**src/hdl/lpm_ram.sv**
```systemverilog
module lpm_ram #(
  parameter int Width = 8,
  parameter int Depth = 16
) (
  input  logic                     clk_i,
  input  logic                     we_i,
  input  logic [$clog2(Depth)-1:0] waddr_i,
  input  logic [Width-1:0]         wdata_i,
  input  logic [$clog2(Depth)-1:0] raddr_i,
  output logic [Width-1:0]         rdata_o
);

  logic [Width-1:0] mem_q [Depth];
  logic [Width-1:0] rdata_q;

  always_ff @(posedge clk_i) begin
    if (we_i) begin
      mem_q[waddr_i] <= wdata_i;
    end
    rdata_q <= mem_q[raddr_i];
  end

  assign rdata_o = rdata_q;

endmodule

```
**config.mk**
```make
export PLATFORM = sky130hd
export DESIGN_NAME = lpm_ram
export DESIGN_NICKNAME = d
export VERILOG_FILES = /design/src/hdl/lpm_ram.sv
export SDC_FILE = /design/constraint.sdc
export NUM_CORES = 1
export LEC_CHECK = 0
export BUFFER_PORTS_ARGS = -buffer_cell sky130_fd_sc_hd__buf_4
export CORE_ASPECT_RATIO = 1.75
export CORE_MARGIN = 1.5
export CORE_UTILIZATION = 50
export DETAILED_ROUTE_END_ITERATION = 8
export HOLD_SLACK_MARGIN = 0.1
export PLACE_DENSITY = 0.7
export REMOVE_ABC_BUFFERS = 1
export SLEW_MARGIN = 20
export SYNTH_ARGS = -nofsm -noshare
export SYNTH_HDL_FRONTEND = slang
export SYNTH_SLANG_ARGS = --single-unit
export TNS_END_PERCENT = 20
```
**constraint.sdc**
```tcl
create_clock -name clk_i -period 1.77 [get_ports clk_i]
set_clock_uncertainty 0.05 [all_clocks]
set_input_delay 0.2655 -clock clk_i [delete_from_list [all_inputs] [get_ports clk_i]]
set_output_delay 0.2655 -clock clk_i [all_outputs]
set_load 0.02 [all_outputs]
```
==> metrics list <==
- Run status: completed
- Across all hold checks on the routed design, the worst slack comes to 0.1291 ns.
- Input and output buffers added on the ports amount to 25.
- Initial Utilization: 0.5163
- Signed area change from the synthesized netlist to the final layout: 21.68%
- Maximum number of pins on one net before global-route repair: 27
- Power density relative to cell area: 1170 nW/µm²
- The worst register-to-register path begins at mem_q[1][1].
* Relative slew slack: 0.7448
* Via count of the routed design: 2492
- Placement Cell Area: 5633 µm²
- The first global-routing pass estimated 14610 µm of wire.
- Dividing the detail-routed wire length by the instance count gives 22.25 µm.
- Smallest setup slack after layout: 0.3878 ns
* Peak supply drop: 0.7629 mV
* Max-slew violation total from the final report: 0
- Along the worst hold path, the cell count comes to 1.
* Yosys warning count: 0
- Setup violations remaining at the end of the flow were counted as 0.
- Of the available clock period, the critical path in the final layout requires 0.7809.
- Worst slew pin tran: 0.3828 ns
* Number of hold violations in the final report: 0
- The tree built by TritonCTS fans out to 136 sinks.
- Summed over all cells, the static leakage comes to 0.002148 µW.
- Sequential-to-total area share from yosys stat: 0.7778
- The startpoint identified for the worst hold timing path is wdata_i[6].
- Routed via count divided by cell count: 5.742
- Cell area after synthesis: 5147 µm²
- Destination of the worst register-to-register timing path: rdata_o[1]
- Std cell rows: 48
- Clock buffer count from CTS: 17
* Post-placement setup slack: 0.02235 ns
* Top-level port count: 26
- Clock tree from TritonCTS: done
- Gp weighted congestion: 0.8169
* Total length of routed wires: 9657 µm
- The synthesized design contains 128 enable-type register cells.
* Peak clock frequency supported by timing: 0.7235 GHz
- Once layout is done, the placed cells without fillers occupy 6264 µm².
- Subtracting the final worst setup slack from the clock period gives 1.382 ns.
- Worst Hold End: mem_q[0][6]
* Required time of the critical path: 2.02 ns
- The setup path with the least slack is of type reg -> reg.
* Fraction of registers with async set/reset: 0
- Cell count of the worst reg-to-reg path: 3
* Crit path capture type: flip-flop
* Top-count cell post-synth: sky130_fd_sc_hd__edfxtp_1
- The initial antenna violation count came to 0.
* Cell at the root of the clock tree: sky130_fd_sc_hd__clkbuf_16
- After synthesis, the mean cell area works out to 22.48 µm².
* Setup slack on the worst flop-to-flop path: 0.39 ns
- Floorplan core area: 9970 µm²
- Summed over all nets, the half-perimeter wirelength after detailed placement is 6328 µm.
- The tool flagged a number of max-cap violations equal to 0.
- Starting DRC count in detailed routing: 168
- CTS max path bufs: 2
- Die outline height: 137.2 µm
* Cell count after synthesis: 229
- Via count of the first global-routing pass: 2603
* Commonest register cell after synthesis: sky130_fd_sc_hd__edfxtp_1
* Setup repair after global routing missed its margin: false
* Fraction of final layout cells sized beyond drive strength 1: 0.3236
- Max H-tree Level: 4
- Total Die Area: 10940 µm²
- Global routing finished with a remaining overflow of 0.
* Final-stage net count: 315
* Highest net fanout along the worst path: 1
* Post-route DRC violation count: 0
- Total design power: 7326 µW
- First-pass detailed-route iteration total: 4
- Path class of the lowest-slack min-delay path: in -> reg
- Clock input transition at the sequential cells of the worst setup and hold paths: 0.06 ns
* Post-synth top area share: 0.7467
- After synthesis, the cell types taking the most area are sky130_fd_sc_hd__edfxtp_1 (75%), sky130_fd_sc_hd__mux4_2 (7.9%), sky130_fd_sc_hd__mux4_1 (7.1%), sky130_fd_sc_hd__dfxtp_1 (3.1%), sky130_fd_sc_hd__a22oi_1 (2.3%).
- Count of nets left with antenna violations after detail routing: 0
- The die is 79.70 µm wide.
- The netlist uses 19 different library cells.
* Worst skew pair latency: 0.42 ns
- Setup bufs post-CTS: 0
- Type of origin of the critical path: flip-flop
* FF+latch count, synth: 136
- Number of diodes: 0
- Cell types with the highest counts after synthesis: sky130_fd_sc_hd__edfxtp_1 (128), sky130_fd_sc_hd__mux4_2 (18), sky130_fd_sc_hd__a22oi_1 (16)
- In the global route stage, overall resource usage came out at 0.2008.
- WP data arrival: 1.64 ns
* Most area-hungry cell type in the Yosys netlist: sky130_fd_sc_hd__edfxtp_1
## worst max path at each step
stage / startpoint / depth (start not counted) / slack, ns / to
floorplan: waddr_i[2] / 2 / -0.04 / mem_q[0][0]
global placement: raddr_i[0] / 5 / 0.03 / rdata_o[2]
detailed placement: raddr_i[0] / 5 / 0.02 / rdata_o[4]
CTS: mem_q[1][1] / 3 / 0.38 / rdata_o[1]
global route: mem_q[1][1] / 3 / 0.34 / rdata_o[1]
finish: mem_q[1][1] / 3 / 0.39 / rdata_o[1]
## what timing repair did
action,CTS,global route
hold buffers,7,0
endpoints found under the hold margin,109,0
resized for setup,0,0
## sequential cells by signal, indices dropped and copies added, names as in the netlist
signal and count:
mem_q 128, rdata_o 8
## cell usage in the layout (no fill, tap or decap)
| cell | instances |
|---|---|
| sky130_fd_sc_hd__mux4_1 | 14 |
| sky130_fd_sc_hd__nand2_1 | 9 |
| sky130_fd_sc_hd__nor2b_1 | 1 |
| sky130_fd_sc_hd__a22oi_1 | 16 |
| sky130_fd_sc_hd__edfxtp_1 | 128 |
| sky130_fd_sc_hd__bufinv_16 | 2 |
| sky130_fd_sc_hd__nor3_1 | 4 |
| sky130_fd_sc_hd__nand3b_1 | 2 |
| sky130_fd_sc_hd__and2b_1 | 1 |
| sky130_fd_sc_hd__clkinv_2 | 3 |
| sky130_fd_sc_hd__nand2b_1 | 2 |
| sky130_fd_sc_hd__and2_1 | 1 |
| sky130_fd_sc_hd__buf_12 | 2 |
| sky130_fd_sc_hd__or3b_2 | 1 |
| sky130_fd_sc_hd__dfxtp_1 | 8 |
| sky130_fd_sc_hd__nor2_1 | 13 |
| sky130_fd_sc_hd__nand3_1 | 1 |
| sky130_fd_sc_hd__clkinvlp_4 | 7 |
| sky130_fd_sc_hd__clkbuf_16 | 17 |
| sky130_fd_sc_hd__clkinv_1 | 2 |
| sky130_fd_sc_hd__dlygate4sd3_1 | 7 |
| sky130_fd_sc_hd__mux4_2 | 18 |
| sky130_fd_sc_hd__buf_4 | 50 |
## cells by family (layout without fill, tap and decap cells)
group / after synthesis / in the layout / synth area share
AOI/OAI and AO/OA: 16 / 16 / 0.02334
buffers and inverters: 10 / 90 / 0.01677
DFF: 136 / 136 / 0.7778
muxes: 32 / 32 / 0.1502
and+or+nand+nor: 35 / 35 / 0.03184
## area by class of cell
class / count / area [µm²]
flip-flops and latches: 136 / 4004
fillers: 715 / 3706
multi-input cells: 83 / 1057
repair buffers: 59 / 485.5
clock buffers: 17 / 425.4
well taps: 125 / 156.4
clock inverters: 14 / 135.1
## per-layer routing
| metal | up-vias | global-route usage | part of all wire |
|---|---|---|---|
| li1 | 1106 | - | - |
| met1 | 1283 | 0.2288 | 0.39 |
| met2 | 91 | 0.3390 | 0.54 |
| met3 | 12 | 0.06755 | 0.053 |
| met4 | 0 | 0.09259 | 0.017 |
| met5 | - | 0 | 0 |
## through the flow
stage                     setup TNS (ns)  utilization  cells
after global routing                   0       0.6283    434
after CTS                              0       0.6283    434
after global placement                 0       0.5650    396
after detailed placement               0       0.5650    396
after floorplan                  -0.3070            -    219
final                                  0       0.6283    434
## worst max-delay path, stage by stage, from the launching register on
cell	delay (ns)
sky130_fd_sc_hd__edfxtp_1	0.37
sky130_fd_sc_hd__mux4_1	0.52
sky130_fd_sc_hd__a22oi_1	0.25
sky130_fd_sc_hd__nand2_1	0.08
## report_power, final
part	total [µW]	internal, µW	leakage (µW)	switching (µW)
logic	394	188	0.000670	207
registers	3620	3600	0.00122	22.2
clock network	3310	2040	0.000254	1270
total	7330	5830	0.00215	1500
(Power assumes the default switching activity.)
