--- config.mk ---
export PLATFORM = sky130hd
export DESIGN_NAME = lpm_cmp_unit
export DESIGN_NICKNAME = d
export VERILOG_FILES = /design/src/hdl/lpm_cmp_unit.sv
export SDC_FILE = /design/constraint.sdc
export NUM_CORES = 1
export LEC_CHECK = 0
export ABC_AREA = 0
export BUFFER_PORTS_ARGS = -buffer_cell sky130_fd_sc_hd__buf_2
export CELL_PAD_IN_SITES_DETAIL_PLACEMENT = 1
export CELL_PAD_IN_SITES_GLOBAL_PLACEMENT = 1
export CORE_AREA = 3 3 93 95
export DETAILED_ROUTE_END_ITERATION = 8
export DIE_AREA = 0 0 96 98
export GPL_ROUTABILITY_DRIVEN = 0
export PLACE_DENSITY = 0.89
export SYNTH_ARGS = -nofsm -noshare
export SYNTH_HDL_FRONTEND = slang
export SYNTH_SLANG_ARGS = --single-unit
--- constraint.sdc ---
create_clock -name vclk -period 10.2
set_input_delay 2.04 -clock vclk [all_inputs]
set_output_delay 2.04 -clock vclk [all_outputs]
set_load 0.02 [all_outputs]
--- src/hdl/lpm_cmp_unit.sv ---
module lpm_cmp_unit #(
  parameter int SumW = 23
) (
  input  logic [SumW-1:0] ps_x_i,
  input  logic [SumW-1:0] cost_x_i,
  input  logic            use_ps_i,
  input  logic [SumW-1:0] ps_i_i,
  input  logic [SumW-1:0] best_i,
  input  logic            first_i,
  output logic [SumW-1:0] cost_o,
  output logic            take_o
);

  logic [SumW-1:0] left;
  logic [SumW-1:0] right;

  // The cost of a cut is the larger of the best cost of the prefix and the sum of
  // the last run. Only a strictly smaller cost replaces the best, so the earliest
  // cut wins a tie.
  always_comb begin
    left   = use_ps_i ? ps_x_i : cost_x_i;
    right  = ps_i_i - ps_x_i;
    cost_o = (left > right) ? left : right;
    take_o = first_i || (cost_o < best_i);
  end

endmodule

==> impl_metrics.ini, run 1 <==
[synth]
synth-simple-area-share_pct = 14.3
synth.most_common_cell = inv_1
ys_top_cells_by_count = 69 x inv_1, 67 x ha_1, 38 x mux2i_1
synth_nets = 544
synth_xor_area_share_pct = 6.53
synth_top_area_share_pct = 29.8
synth_compound_area_share_pct = 22.8
synth_top_family_by_area = adder cells
postSynthCellCount = 382
yosysUniqueCellTypes = 49
synth_area_leaders = ha_1 30%, mux2i_1 14%, inv_1 9.2%
synth.largest_area_cell = ha_1
ys_seq_area_share_pct = 0
avgSynthCellArea_um2 = 7.37
netlist_area_um2 = 2820
synthAdderAreaFrac_pct = 30.5
yosysWarnings = 0
synthMuxAreaShare_pct = 15.5

[drt]
vias = 3144
drc = 0
wl_met2_um = 4460
dr.first_iter.drc_count = 70
ant_nets = 0
routed_wl_um = 9360
viasPerCell = 5.27
wl_met3_um = 667
wl_per_cell_um = 15.7
met1_length_um = 4170
drtPass1Iterations = 4
routed.top_layer = met4

[sta]
max_freq_ghz = 0.104
drv_slew = 0
rsz0062_at_grt = false
fin_tns_setup_ns = 0
whs_ns = 4.52
slew_headroom_pct = 52.2
fin_crit_sh_pct = 94.6
hold_viol = 0
setup_viol = 0
tightest_slew_ns = 0.716
post-route-min-period_ns = 9.65
setup_slack_ns = 0.551

[floorplan]
start_util_pct = 36.1
core_area_um2 = 7810
die_x_um = 96
io_pins = 118
die_area_um2 = 9410
die-height_um = 98
rows = 32

[placement]
dp_slack_ns = 0.570
io_buffers = 118
dp_hpwl_um = 8530

[grt]
grt-ovfl-total = 0
antenna_found_initial = 0
grtUsageTotal_pct = 19.0
grt_max_degree = 24
grt_pass1_wl_um = 15000
grt_pass1_vias = 3323

[layout]
nFlopsAndLatches = 0
antennaDiodeCount = 0
clkbuf_count = 0
drive_gt1_share_pct = 26.7
ff_latch_area_um2 = 0
area.growth.synth_to_final_pct = 24.7
layout.nets = 659

[setup_path]
cpMaxStageDelayCell = fa_1
path_delay_family = compound AO/OA/AOI/OAI gates
setup.worst_path.end_class = output port
worstPathRequired_ns = 8.16
crit_buf_inv = 5
cp.arrival_ns = 7.61
critPathMaxFanout = 22
crit_path_start_kind = input port
max_stage_delay_ns = 0.42
worstSetupPathType = input port to output port

[clock_network]
post_cts_resized = 0
hold_buffers = 0
postCtsSetupRepairBufs = 0

[pwr]
peakVddDrop_v = 0.0000364
p_leak_nw = 2.11
power_density_nw_per_um2 = 112

[flow_run]
drv_cap = 0

[min_path]
hold_path.class = input port to output port

[run_status]
status = complete, no violations
-- kinds of logic (layout without fill, tap and decap cells) --
| group | count (synthesis) | in the layout |
|---|---|---|
| compound gates | 98 | 98 |
| xor+xnor | 21 | 21 |
| fa+ha+maj | 68 | 68 |
| buf+inv | 75 | 188 |
| mux | 43 | 43 |
| simple gates | 77 | 77 |
-- layer usage --
metal | track usage, % | vias to the layer above
met4 | 1.31 | 0
met3 | 1.54 | 6
met5 | 0 | -
met2 | 34.5 | 106
met1 | 25.1 | 1449
li1 | - | 1583
-- power breakdown --
part	total (W)	switching (W)	internal (W)
combinational	0.000394	0.000233	0.000161
clock	0	0	0
sequential	0	0	0
-- cell usage in the layout, fill, tap and decap left out, drive strengths merged, types with 2 or more instances in the layout --
| cell type | n |
|---|---|
| nor2 | 11 |
| nand2 | 20 |
| and4 | 4 |
| a21oi | 37 |
| a211oi | 3 |
| inv | 69 |
| o21ai | 21 |
| o211ai | 2 |
| and2 | 2 |
| nand4 | 7 |
| or3 | 4 |
| nand2b | 8 |
| xnor2 | 10 |
| nor2b | 3 |
| o21bai | 2 |
| a21o | 17 |
| nor3 | 5 |
| nand3 | 7 |
| mux2i | 38 |
| a211o | 2 |
| mux2 | 5 |
| buf | 119 |
| o21a | 3 |
| ha | 67 |
| a31oi | 2 |
| xor2 | 11 |
-- area by class of cell --
cell class | count | area, µm²
well taps | 102 | 128
inverters | 69 | 259
fillers | 1037 | 4300
repair buffers | 119 | 598
multi-input cells | 307 | 2530
-- stage by stage --
stage	cell area, µm²	total power [W]	std cells	utilization [%]
after detailed placement	3510	0.000394	597	45.0
after global routing	3510	0.000438	597	45.0
after floorplan	2820	0.000274	382	-
after global placement	3510	0.000378	597	45.0
final	3510	0.000394	597	45.0
after CTS	3510	0.000397	597	45.0
-- final timing paths --
path                  start  endpoint  slack (ns)  cells past startpoint
setup / recovery  ps_i_i[0]    take_o        0.55                     30
hold / removal      first_i    take_o        4.52                      4
-- worst min-delay path, cell delays in order --
cell	delay, ns
buf_2	0.09
nor4_1	0.05
a21oi_1	0.13
buf_2	0.17
No activity file was read; power rests on OpenSTA's default activity.
==> run 2: changes to the inputs <==
--- a/config.mk
+++ b/config.mk
@@ -9,9 +9,9 @@
 export BUFFER_PORTS_ARGS = -buffer_cell sky130_fd_sc_hd__buf_2
 export CELL_PAD_IN_SITES_DETAIL_PLACEMENT = 1
 export CELL_PAD_IN_SITES_GLOBAL_PLACEMENT = 1
-export CORE_AREA = 3 3 93 95
+export CORE_AREA = 2 2 92 94
 export DETAILED_ROUTE_END_ITERATION = 8
-export DIE_AREA = 0 0 96 98
+export DIE_AREA = 0 0 94 96
 export GPL_ROUTABILITY_DRIVEN = 0
 export PLACE_DENSITY = 0.89
 export SYNTH_ARGS = -nofsm -noshare
==> run 2 against run 1 <==
Net effect: non-clock buffer count shrank 1; flip-flop and latch count is the same; fmax is essentially flat; highest routed layer unchanged.
==> impl_metrics.ini, run 2 (synthesized netlist as in run 1, its figures left out) <==
[run_status]
status = complete, no violations

[pwr]
peakVddDrop_v = 0.0000656
clkPwrFrac_pct = 0
seq_power_share_pct = 0
combPwrFrac_pct = 100.0
p_leak_nw = 2.10
power_density_nw_per_um2 = 113
p_sw_w = 0.000238
cell_internal_pwr_w = 0.000160
sw_frac_of_total_pct = 59.8

[flow_run]
drv_cap = 0

[grt]
antenna_found_initial = 0
grtUsageTotal_pct = 20.5
grt-ovfl-total = 0
grt_max_degree = 27
grt_pass1_wl_um = 15300
grt_pass1_vias = 3366

[layout]
nFlopsAndLatches = 0
drive_gt1_share_pct = 26.7
layout_common_cells = 118 x buf_2, 69 x inv_1, 67 x ha_1, 38 x mux2i_1, 35 x a21oi_1
fillerInstances = 1067
clkbuf_count = 0
ff_latch_area_um2 = 0
area.growth.synth_to_final_pct = 24.8
stdcell_count = 600
antennaDiodeCount = 0
layout.nets = 659
final_common_cell = buf_2
multi_input_area_um2 = 2530

[drt]
drtPass1Iterations = 4
wl_per_cell_um = 15.6
viasPerCell = 5.29
routed_wl_um = 9360
dr.first_iter.drc_count = 46
ant_nets = 0
vias = 3173
drc = 0

[floorplan]
die_x_um = 94
rows = 33
start_util_pct = 35.0
core_area_um2 = 8050
die_area_um2 = 9020
die-height_um = 96
io_pins = 118

[setup_path]
cpMaxStageDelayCell = o21ai_4
worstSetupPathType = input port to output port
max_stage_delay_ns = 0.53
critPathMaxFanout = 13
crit_path_start_kind = input port
cp.arrival_ns = 7.62
setup.worst_path.end_class = output port
worstPathRequired_ns = 8.16
crit_top_cell = a21o_1

[placement]
dp_cells = 599
dp_hpwl_um = 8390
io_buffers = 118

[sta]
hold_viol = 0
fin_tns_setup_ns = 0
post-route-min-period_ns = 9.66
drv_slew = 0
fin_crit_sh_pct = 94.7
slew_headroom_pct = 47.4
tightest_slew_ns = 0.789
max_freq_ghz = 0.104
setup_viol = 0
rsz0062_at_grt = false

[min_path]
whs_path_depth = 5
hold_path.class = input port to output port

[clock_network]
postCtsSetupRepairBufs = 0
-- run 2: cell count changes in the layout (fill, tap and decap cells not counted) --
cell / delta
o21ai_2: +1
buf_4: -1
-- run 2: final timing paths --
check | startpoint | end | slack [ns]
worst min-delay path | best_i[0] | take_o | 4.56
worst max-delay path | ps_i_i[0] | take_o | 0.54
-- run 2: repair_timing --
action                                  CTS  global route
endpoints found under the setup margin    0             1
gates resized for setup                   0             0
hold buffers                              0             0
-- run 2: cell type report --
class,count,area share (%)
multi-input combinational,308,72.1
timing repair buffer,118,16.8
inverter,69,7.37
tap,105,3.74
-- run 2: power groups by stage --
stage               clock network (W)  logic, W  registers [W]
floorplan                           0  0.000274              0
finish                              0  0.000399              0
CTS                                 0  0.000397              0
global route                        0  0.000443              0
detailed placement                  0  0.000395              0
global placement                    0  0.000376              0
-- run 2: stage by stage --
stage	total power [W]	hold slack (ns)	instance area [µm²]	utilization (%)	setup slack (ns)
final	0.000399	4.56	3520	43.7	0.544
after CTS	0.000397	4.56	3510	43.6	0.418
after global routing	0.000443	4.59	3520	43.7	0.200
after global placement	0.000376	4.54	3510	43.6	0.621
after detailed placement	0.000395	4.56	3510	43.6	0.430
after floorplan	0.000274	4.31	2820	-	0.930
-- run 2: layer usage --
| metal | vias up | global-route usage (%) | share of wire (%) |
|---|---|---|---|
| met5 | - | 0 | 0 |
| met4 | 0 | 1.45 | 0.67 |
| met3 | 7 | 1.41 | 5.1 |
| met2 | 92 | 39.9 | 51 |
| met1 | 1487 | 25.6 | 43 |
| li1 | 1587 | - | - |
-- run 2: worst max-delay path: cells and delay by family --
family | cells | cell delay [ns]
and+or+nand+nor | 1 | 0.13
adders and majority gates | 4 | 1.14
xor gates and xnor gates | 1 | 0.21
AOI/OAI and AO/OA | 18 | 3.34
buffers and inverters | 4 | 0.40
muxes | 1 | 0.35
